## config.mk

```make
export PLATFORM = sky130hd
export DESIGN_NAME = priority_class_target_selector
export DESIGN_NICKNAME = d
export VERILOG_FILES = /design/src/hw/rtl/pcts_pkg.sv /design/src/hw/rtl/pcts_ram.sv /design/src/hw/rtl/priority_class_target_selector.sv
export SDC_FILE = /design/constraint.sdc
export NUM_CORES = 2
export LEC_CHECK = 0
export BUFFER_PORTS_ARGS = -buffer_cell sky130_fd_sc_hd__buf_2
export CORE_ASPECT_RATIO = 1.5
export CORE_MARGIN = 10
export CORE_UTILIZATION = 55
export CTS_CLUSTER_SIZE = 24
export DETAILED_ROUTE_END_ITERATION = 12
export PLACE_DENSITY = 0.83
export SYNTH_ARGS = -nofsm -noshare
export SYNTH_HDL_FRONTEND = slang
export SYNTH_SLANG_ARGS = --single-unit
```

## constraint.sdc

```tcl
create_clock -name i_clk -period 14.4 [get_ports i_clk]
set_clock_uncertainty 0.1 [all_clocks]
set_input_delay 0 -clock i_clk [delete_from_list [all_inputs] [get_ports i_clk]]
set_output_delay 0 -clock i_clk [all_outputs]
set_load 0.01 [all_outputs]
```

## src/hw/rtl/pcts_pkg.sv

```systemverilog
// ----------------------------------------------------------------------------
// pcts_pkg
// Types and constants shared by the priority class target selector.
// ----------------------------------------------------------------------------
package pcts_pkg;

    localparam int unsigned DIST_W   = 25;
    localparam int unsigned CLASS_W  = 4;
    localparam int unsigned RANK_W   = 3;
    localparam int unsigned PIX_W    = 11;
    localparam int unsigned CFG_IDX_W = 2;
    localparam int unsigned ENTRY_W  = CLASS_W + RANK_W + DIST_W;

    localparam logic [RANK_W-1:0]    LOWEST_RANK  = 3'd6;
    localparam logic [PIX_W-1:0]     CENTER_X_RST = 11'd640;
    localparam logic [PIX_W-1:0]     CENTER_Y_RST = 11'd512;
    localparam logic [DIST_W-1:0]    DIST_MAX     = 25'h1FFFFFF;

    localparam logic [CFG_IDX_W-1:0] CFG_TOP_CLASS = 2'd0;
    localparam logic [CFG_IDX_W-1:0] CFG_CENTER_X  = 2'd1;
    localparam logic [CFG_IDX_W-1:0] CFG_CENTER_Y  = 2'd2;

    typedef struct packed {
        logic [3:0]  class_id;
        logic [10:0] box_x;
        logic [10:0] box_y;
        logic [10:0] box_w;
        logic [10:0] box_h;
        logic [3:0]  prev_class;
        logic        frame_end;
    } t_box;

    typedef struct packed {
        logic [3:0]  box_index;
        logic [3:0]  out_class;
        logic [24:0] dist_sq;
        logic [2:0]  rank;
        logic        last_out;
    } t_result;

    typedef enum logic [1:0] {
        ST_IDLE,
        ST_DRAIN,
        ST_SCAN,
        ST_FIN
    } t_state;

endpackage

```

## src/hw/rtl/pcts_ram.sv

```systemverilog
// ----------------------------------------------------------------------------
// pcts_ram
// Simple dual-port RAM, one write port, one read port with registered data.
// ----------------------------------------------------------------------------
module pcts_ram #(
    parameter int unsigned WIDTH = 32,
    parameter int unsigned DEPTH = 16
) (
    input  logic                     i_clk,
    input  logic                     i_we,
    input  logic [$clog2(DEPTH)-1:0] i_waddr,
    input  logic [WIDTH-1:0]         i_wdata,
    input  logic [$clog2(DEPTH)-1:0] i_raddr,
    output logic [WIDTH-1:0]         o_rdata
);
    logic [WIDTH-1:0] r_mem [DEPTH];
    logic [WIDTH-1:0] r_rdata;

    always_ff @(posedge i_clk) begin
        if (i_we) begin
            r_mem[i_waddr] <= i_wdata;
        end
        r_rdata <= r_mem[i_raddr];
    end

    assign o_rdata = r_rdata;
endmodule

```

## src/hw/rtl/priority_class_target_selector.sv

```systemverilog
// ----------------------------------------------------------------------------
// priority_class_target_selector
// Boxes: one per cycle while busy is low; each box passes a 3-stage distance
// pipeline before its entry is written to the entry RAM.
// Frame end: busy rises after the marked box; once that box has left the
// pipeline, each selection pass reads every stored entry once and emits one
// result, the nearest unsent best-rank entry. busy falls with the last result.
// Reset (synchronous): empty frame, best rank 6, top class 0, center 640/512.
// ----------------------------------------------------------------------------
module priority_class_target_selector #(
    parameter int unsigned MAX_BOXES = 16
) (
    input  logic                          i_clk,
    input  logic                          i_rst_n,
    input  logic                          start,
    input  pcts_pkg::t_box                i_box,
    output logic                          busy,
    output logic                          o_strobe,
    output pcts_pkg::t_result             o_res,
    input  logic                          i_cfg_we,
    input  logic [pcts_pkg::CFG_IDX_W-1:0] i_cfg_idx,
    input  logic [pcts_pkg::PIX_W-1:0]    i_cfg_data
);
    import pcts_pkg::*;

    localparam int unsigned AW = (MAX_BOXES > 1) ? $clog2(MAX_BOXES) : 1;
    localparam int unsigned CW = $clog2(MAX_BOXES + 1);

    // configuration
    logic [CLASS_W-1:0] r_top_class;
    logic [PIX_W-1:0]   r_center_x;
    logic [PIX_W-1:0]   r_center_y;

    always_ff @(posedge i_clk) begin
        if (!i_rst_n) begin
            r_top_class <= '0;
            r_center_x  <= CENTER_X_RST;
            r_center_y  <= CENTER_Y_RST;
        end else if (i_cfg_we) begin
            case (i_cfg_idx)
                CFG_TOP_CLASS: r_top_class <= i_cfg_data[CLASS_W-1:0];
                CFG_CENTER_X:  r_center_x  <= i_cfg_data;
                CFG_CENTER_Y:  r_center_y  <= i_cfg_data;
                default: ;
            endcase
        end
    end

    t_state r_state, n_state;
    logic   accept;
    assign busy   = (r_state != ST_IDLE);
    assign accept = start && !busy;

    // stages 1 and 2: rank and center offsets, then their squares
    logic              r_s1_vld, r_s2_vld;
    logic              r_s1_fend, r_s2_fend;
    logic [CLASS_W-1:0] r_s1_cls, r_s2_cls;
    logic [RANK_W-1:0] r_s1_rank, r_s2_rank;
    logic [12:0]       r_s1_dx, r_s1_dy;
    logic [25:0]       r_s2_sqx, r_s2_sqy;
    logic [RANK_W-1:0] n_rank;
    logic [12:0]       sum_x, sum_y, ctr_x, ctr_y;

    always_comb begin
        if (r_top_class != '0 && i_box.class_id == r_top_class) begin
            n_rank = 3'd0;
        end else if (i_box.class_id == i_box.prev_class) begin
            n_rank = 3'd1;
        end else begin
            case (i_box.class_id)
                4'd1:                n_rank = 3'd2;
                4'd3, 4'd4, 4'd5:    n_rank = 3'd3;
                4'd6:                n_rank = 3'd4;
                4'd8:                n_rank = 3'd5;
                default:             n_rank = LOWEST_RANK;
            endcase
        end
        // half-pixel box center against doubled aim point
        sum_x = {1'b0, i_box.box_x, 1'b0} + {2'b00, i_box.box_w};
        sum_y = {1'b0, i_box.box_y, 1'b0} + {2'b00, i_box.box_h};
        ctr_x = {1'b0, r_center_x, 1'b0};
        ctr_y = {1'b0, r_center_y, 1'b0};
    end

    always_ff @(posedge i_clk) begin
        r_s1_cls  <= i_box.class_id;
        r_s1_rank <= n_rank;
        r_s1_fend <= i_box.frame_end;
        r_s1_dx   <= (sum_x >= ctr_x) ? (sum_x - ctr_x) : (ctr_x - sum_x);
        r_s1_dy   <= (sum_y >= ctr_y) ? (sum_y - ctr_y) : (ctr_y - sum_y);
        r_s2_cls  <= r_s1_cls;
        r_s2_rank <= r_s1_rank;
        r_s2_fend <= r_s1_fend;
        r_s2_sqx  <= r_s1_dx * r_s1_dx;
        r_s2_sqy  <= r_s1_dy * r_s1_dy;
    end

    // stage 3: saturate and write the entry
    logic [26:0]       dist_sum;
    logic [DIST_W-1:0] dist_sat;
    logic              wr_en;
    assign dist_sum = {1'b0, r_s2_sqx} + {1'b0, r_s2_sqy};
    assign dist_sat = (dist_sum > 27'(DIST_MAX)) ? DIST_MAX : dist_sum[DIST_W-1:0];

    logic [CW-1:0]     r_count;
    logic [RANK_W-1:0] r_best;
    logic [CW-1:0]     r_cand_cnt;   // entries holding the best rank
    logic [CW-1:0]     r_emit_cnt;
    assign wr_en = r_s2_vld && (r_count < CW'(MAX_BOXES));

    // selection scan
    logic [AW-1:0]      r_addr;
    logic               r_rd_vld;
    logic [AW-1:0]      r_rd_idx;
    logic [ENTRY_W-1:0] rd_data;
    logic [MAX_BOXES-1:0] r_done;
    logic               r_found, n_found;
    logic [DIST_W-1:0]  r_min, n_min;
    logic [AW-1:0]      r_sel, n_sel;
    logic [CLASS_W-1:0] r_sel_cls, n_sel_cls;
    logic [CLASS_W-1:0] rd_cls;
    logic [RANK_W-1:0]  rd_rank;
    logic [DIST_W-1:0]  rd_dist;
    logic               last_rd, last_emit;

    assign {rd_cls, rd_rank, rd_dist} = rd_data;
    assign last_rd   = (r_addr == AW'(r_count - CW'(1)));
    assign last_emit = (r_emit_cnt + CW'(1) == r_cand_cnt);

    pcts_ram #(
        .WIDTH (ENTRY_W),
        .DEPTH (MAX_BOXES)
    ) u_entry_ram (
        .i_clk   (i_clk),
        .i_we    (wr_en),
        .i_waddr (r_count[AW-1:0]),
        .i_wdata ({r_s2_cls, r_s2_rank, dist_sat}),
        .i_raddr (r_addr),
        .o_rdata (rd_data)
    );

    always_comb begin
        n_found   = r_found;
        n_min     = r_min;
        n_sel     = r_sel;
        n_sel_cls = r_sel_cls;
        // strict compare keeps arrival order on equal distance
        if (r_rd_vld && rd_rank == r_best && !r_done[r_rd_idx]
                && (!r_found || rd_dist < r_min)) begin
            n_found   = 1'b1;
            n_min     = rd_dist;
            n_sel     = r_rd_idx;
            n_sel_cls = rd_cls;
        end
    end

    always_comb begin
        n_state = r_state;
        case (r_state)
            ST_IDLE:  if (accept && i_box.frame_end) n_state = ST_DRAIN;
            ST_DRAIN: if (r_s2_vld && r_s2_fend)     n_state = ST_SCAN;
            ST_SCAN:  if (last_rd)                   n_state = ST_FIN;
            ST_FIN:   n_state = last_emit ? ST_IDLE : ST_SCAN;
            default:  n_state = ST_IDLE;
        endcase
    end

    always_ff @(posedge i_clk) begin
        if (!i_rst_n) begin
            r_state    <= ST_IDLE;
            r_s1_vld   <= 1'b0;
            r_s2_vld   <= 1'b0;
            r_count    <= '0;
            r_best     <= LOWEST_RANK;
            r_cand_cnt <= '0;
            r_emit_cnt <= '0;
            r_addr     <= '0;
            r_rd_vld   <= 1'b0;
            r_done     <= '0;
            r_found    <= 1'b0;
            o_strobe   <= 1'b0;
        end else begin
            r_state  <= n_state;
            r_s1_vld <= accept;
            r_s2_vld <= r_s1_vld;
            o_strobe <= (r_state == ST_FIN);
            r_rd_vld <= (r_state == ST_SCAN);
            r_found  <= (r_state == ST_FIN) ? 1'b0 : n_found;
            if (wr_en) begin
                r_count <= r_count + CW'(1);
                if (r_s2_rank < r_best) begin
                    r_best     <= r_s2_rank;
                    r_cand_cnt <= CW'(1);
                end else if (r_s2_rank == r_best) begin
                    r_cand_cnt <= r_cand_cnt + CW'(1);
                end
            end else if (r_state == ST_FIN && last_emit) begin
                r_count    <= '0;
                r_best     <= LOWEST_RANK;
                r_cand_cnt <= '0;
            end
            if (r_state == ST_SCAN) begin
                r_addr <= last_rd ? '0 : r_addr + AW'(1);
            end
            if (r_state == ST_FIN) begin
                if (last_emit) begin
                    r_emit_cnt <= '0;
                    r_done     <= '0;
                end else begin
                    r_emit_cnt    <= r_emit_cnt + CW'(1);
                    r_done[n_sel] <= 1'b1;
                end
            end
        end
    end

    always_ff @(posedge i_clk) begin
        r_rd_idx  <= r_addr;
        r_min     <= n_min;
        r_sel     <= n_sel;
        r_sel_cls <= n_sel_cls;
        if (r_state == ST_FIN) begin
            o_res.box_index <= 4'(n_sel);
            o_res.out_class <= n_sel_cls;
            o_res.dist_sq   <= n_min;
            o_res.rank      <= r_best;
            o_res.last_out  <= last_emit;
        end
    end

`ifndef SYNTHESIS
    a_strobe_busy: assert property (@(posedge i_clk) disable iff (!i_rst_n)
        o_strobe && !o_res.last_out |-> busy)
        else $error("non-final result while idle");
    a_emit_bound: assert property (@(posedge i_clk) disable iff (!i_rst_n)
        r_emit_cnt <= r_cand_cnt)
        else $error("more results than candidates");
    a_fin_found: assert property (@(posedge i_clk) disable iff (!i_rst_n)
        r_state == ST_FIN |-> n_found)
        else $error("selection pass found no candidate");
    a_rank_range: assert property (@(posedge i_clk) disable iff (!i_rst_n)
        o_strobe |-> o_res.rank <= LOWEST_RANK)
        else $error("result rank out of range");
`endif
endmodule
```

* Word level (Yosys, flattened, before mapping) *
Memory sizes are Yosys's and may differ from the RTL's. A register that Yosys moved wholly into a read port is not among the register bits.
Cells that the tools add are included.

cells by class
  muxes and demuxes = 30
  add/subtract/negate cells = 12
  bitwise operators = 2
  reductions and logical operators = 28
  $mul = 2
  equality and inequality tests = 22
  magnitude comparators = 9

operator list
  kind                                                  count
  multiplier 13 x 13 -> 26 bit                          2
  2-to-1 mux 25 bit                                     2
  2-to-1 mux 5 bit                                      6
  adder 26 x 26 -> 27 bit                               1
  > comparator 27 x 25 -> 1 bit, second input constant  1
  adder 12 x 11 -> 13 bit                               2
  greater-or-equal comparator 13 x 12 -> 1 bit          2
  2-to-1 mux 13 bit                                     2
  subtractor 12 x 13 -> 13 bit                          2
  subtractor 13 x 12 -> 13 bit                          2
  < comparator 25 bit                                   1
  2-to-1 mux 16 bit                                     1
  bitwise OR 16 bit                                     1
  adder 5 x 1 -> 5 bit, second input constant           3
  equality test 4 x 3 -> 1 bit, second input constant   3
  equality test 4 bit                                   3
  2-to-1 mux 4 bit                                      3
  case mux 3 bit (4 select lines)                       1
  logical AND 1 bit                                     10
  < comparator 4 x 5 -> 1 bit, second input constant    2
  AND reduction 2 bit                                   5
  2-to-1 mux 3 bit                                      3
  2-to-1 mux 2 bit                                      4
  != test 2 bit, second input constant                  4
  other kinds (26)                                      39

storage, ports and cells
  register bits after elaboration = 239
  memories = 1
  memory bits (writable) = 512
  word-level logic and storage cells = 141
  output and inout bits = 39

memory list
  name               words  bits a word  read ports  clocked after memory_dff  wr ports  RTL line        source
  u_entry_ram.r_mem  16     32           1           1                         1         pcts_ram.sv:16  logic [WIDTH-1:0] r_mem [DEPTH];

* Logic depth before layout (Yosys ltp) *
  word-level depth = 12
  depth in mapped cells = 22
  mapped depth without buffers = 21

* Cells and area by module *
From an unflattened synthesis, not the netlist that was laid out.

second synthesis, totals
  cells, all modules = 3119
  area, all modules = 41053.1 µm²

modules (own cells, without submodules)
  module                          area each (µm²)  cells each  times used
  priority_class_target_selector  21217.8          2281        1
  pcts_ram                        19835.3          838         1

* Least setup slack after synthesis *
No wires, ideal clock.

  path kind = register to register
  from = register r_s1_dx[6]
  to = register r_s2_sqx[23]
  clock period less this slack = 5.462 ns
  data arrival time = 5.289 ns
  stages on the path, launching flop included = 21
  path slack = 8.938 ns
  library setup time = 0.072 ns
  path through = dfxtp_1 buf_1 and2_1 inv_1 fa_1 fa_1 inv_1 fa_1 fa_1 inv_1 fa_1 inv_1 ha_1 o21ai_0 a21oi_1 and3_1 a221oi_1 a21oi_1 a221oi_1 nor2b_1 xnor2_1

on the way
  longest elaborated chain between the ends = 1

RTL lines
  item                          RTL line                              source
  start, declared               priority_class_target_selector.sv:59  logic [12:0] r_s1_dx, r_s1_dy;
  start signal, assigned        priority_class_target_selector.sv:89  r_s1_dx <= (sum_x >= ctr_x) ? (sum_x - ctr_x) : (ctr_x - sum_x);
  multiplier 13 x 13 -> 26 bit  priority_class_target_selector.sv:94  r_s2_sqx <= r_s1_dx * r_s1_dx;
  end signal, assigned          priority_class_target_selector.sv:94
  end, declared                 priority_class_target_selector.sv:60  logic [25:0] r_s2_sqx, r_s2_sqy;

Every way passes these cells.
A chain may end at the register's enable or synchronous reset.

* Worst setup path after layout *
  from = register r_s1_dx[3]
  to = register r_s2_sqx[23]

The elaborated chain is that of the path after synthesis.

==> results.tsv <==
stage	metric	value	unit
clock_network	# resized after CTS	0	
logic_synthesis	Yosys top cell by area	edfxtp_1	
cells_and_area	post-route design area	46100	um2
global_route	global route total overflow	0	
logic_synthesis	Yosys cell types	64	
clock_network	clock insertion delay at the later pin of the skew report	0.64	ns
logic_synthesis	ys async rst share	0	
global_route	number of global-route vias before repair	26600	
cells_and_area	Fillers	5338	
logic_synthesis	Synth Register Bits	781	
logic_synthesis	Mapped Area	41500	um2
placement	Final GP Congestion	0.881	
floorplan	row cnt	123	
clock_network	clock sinks	781	
global_route	largest net degree at the start of global routing	62	
timing	setup TNS	0	ns
clock_network	clk buf depth	3	
clock_network	H-tree levels	3	
status	outcome	finished, final reports clean	
timing	Fin Hold WS	0.00928	ns
clock_network	CTS buffer count	72	
placement	HPWL Detailed	61300	um
global_route	aggregate global-route resource usage	0.219	
cells_and_area	diodes inserted	0	
route	final wirelength	94200	um
route	post-DR vias/cell	5.77	
setup_path	CP Data Arrival Time	6.46	ns
setup_path	startpoint types	register	
timing	final hold violation count	0	
logic_synthesis	Synthesized Nets	3627	
logic_synthesis	YS warnings	0	
logic_synthesis	sequential fraction of the synthesis area	0.510	
clock_network	Root Driver	clkbuf_16	
global_route	initial antenna violation count	3	
timing	Worst-Margin Slew	1.27	ns
timing	Slew HR	0.146	
timing	Final WS setup	8.40	ns
floorplan	number of I/O pins	109	
logic_synthesis	Synth Instances	3094	
timing	fin crit period	6.00	ns
floorplan	die footprint	87000	um2
global_route	first-pass GRT wire length	148000	um
logic_synthesis	number of synthesized flops with an enable pin	549	
setup_path	crit end category	register	
floorplan	Initial Util	0.553	
placement	Cell Area, Placed	43200	um2
route	vias post-DR	24900	
logic_synthesis	Most used DFF post-synth	edfxtp_1	
floorplan	die height	356	um
setup_path	Crit Path Class	reg -> reg	
timing	RSZ-0062 raised after global routing	no	
cells_and_area	layout cells sized above 1	0.148	
cells_and_area	P&R area growth vs syn	11.2	%
floorplan	core area	74900	um2
timing	count of final setup violators	0	
placement	pre-CTS WS	8.47	ns
route	drt first pass iters	6	
logic_synthesis	Avg Cell Area, Syn	13.4	um2
timing	Slew Viols, Final	0	
floorplan	die width	244	um
setup_path	crit path max fanout	13	
flow_run	max-cap viol count	0	
clock_network	Worst-path clk slew	0.07	ns
route	Post-DRT Antenna Nets	0	
cells_and_area	Nets	3794	
timing	period utilization	0.417	
route	per-cell routed wire length	21.8	um
clock_network	CTS tree	yes	
min_path	worst hold path class	in -> reg	
placement	Port Buffer Count	108	
timing	Fmax	167	MHz
logic_synthesis	top-area cell type share of the netlist area	0.398	
logic_synthesis	top cells by area, synth	edfxtp_1, dfxtp_1, fa_1, mux4_2, ha_1	
route	DRC	0	
route	initial drt markers	1818	
setup_path	Crit path required time	14.86	ns
[metal layers]
metal | vias up | share of wire | global-route usage
li1 | 11200 | - | -
met3 | 286 | 0.053 | 0.0314
met1 | 12500 | 0.35 | 0.234
met4 | 0 | 0.053 | 0.115
met5 | - | 0 | 0
met2 | 940 | 0.54 | 0.410
[cells in the mapped netlist (18+ instances only)]
master    count
clkbuf_1     72
fa_1        201
a21oi_1     107
xor2_1       39
dfxtp_1     232
edfxtp_1    549
nand3_1      24
buf_1        20
o21ai_0      57
mux2i_1      41
nor2_1      115
mux2_4       18
ha_1        262
nand2_1     203
nand2b_1     20
o21a_1       24
a21o_1       40
inv_1       445
and2_1       62
nor3_1       27
nor2b_1      47
mux4_2      165
xnor2_1      95
[worst max-delay path: stages, from the launching register on]
cell and delay, ns:
dfxtp_1 0.60, and2_1 0.25, inv_1 0.08, fa_1 0.46
fa_1 0.55, inv_1 0.05, fa_1 0.48, fa_1 0.55
inv_1 0.05, fa_1 0.47, inv_1 0.04, ha_1 0.33
o21ai_0 0.23, a21oi_1 0.11, and3_1 0.19, a221oi_1 0.52
a21oi_1 0.21, a221oi_1 0.35, nor2b_1 0.20, xnor2_1 0.13
[area by class of cell]
cell class                      count  area, um2  share of cell area
Clock buffer                       92       1940              0.0420
Clock inverter                     40        448             0.00971
Inverter                          445       1670              0.0362
Multi-Input combinational cell   1769      18400               0.398
Sequential cell                   781      21100               0.458
Tap cell                         1000       1250              0.0271
Timing Repair Buffer              192       1310              0.0284
[cell usage in the layout, fill, tap and decap left out, drive strengths merged, types with 40 or more instances in the layout]
master / instances
a21o: 40
a21oi: 107
and2: 62
buf: 137
clkbuf: 92
dfxtp: 232
dlygate4sd3: 55
edfxtp: 549
fa: 201
ha: 262
inv: 450
mux2: 40
mux2i: 41
mux4: 165
nand2: 203
nor2: 116
nor2b: 47
o21ai: 59
xnor2: 95
[through the flow]
| step | instances | util |
|---|---|---|
| 2_1_floorplan | 3094 | - |
| 3_3_place_gp | 4132 | 0.576 |
| 3_5_place_dp | 4132 | 0.576 |
| 4_1_cts | 4319 | 0.615 |
| 5_1_grt | 4319 | 0.615 |
| 6_report | 4319 | 0.615 |
[repair_timing]
item / 4_1_cts / 5_1_grt
hold buffers: 55 / 0
buffers inserted: 0 / 0
hold endpoints to repair: 66 / 0
[logic make-up (layout without fill, tap and decap cells)]
group / after synthesis / after routing / share of synthesized area
buf+inv: 544 / 769 / 0.0502
mux: 246 / 246 / 0.112
fa+ha+maj: 463 / 463 / 0.176
compound gates: 352 / 352 / 0.0568
flops: 781 / 781 / 0.510
xor+xnor: 134 / 134 / 0.0283
simple gates: 574 / 574 / 0.0670
[sequential cells by signal, summed over array words and instances (netlist names), 5 cells and up]
register             flops
r_count                  5
r_s1_dx                 13
r_center_y              11
u_entry_ram.r_mem      512
r_s1_dy                 13
r_s2_sqx                25
r_cand_cnt               5
r_done                  16
r_center_x              11
o_res                   37
r_s2_sqy                25
u_entry_ram.o_rdata     32
r_min                   25
r_emit_cnt               5
[path summary, 6_finish.rpt]
| check | startpoint | end | slack (ns) | depth (start not counted) |
|---|---|---|---|---|
| max | r_s1_dx[3] | r_s2_sqx[23] | 8.40 | 19 |
| min reg2reg | r_s1_rank[2] | r_s2_rank[2] | 0.23 | 0 |
| min | i_box[28] | r_s1_dy[2] | 0.009 | 5 |
| max reg2reg | r_s1_dx[3] | r_s2_sqx[23] | 8.40 | 19 |
Power is left out: the tool's default activity adds up to more than one toggle a clock period on the data nets, which glitch-free logic cannot reach.
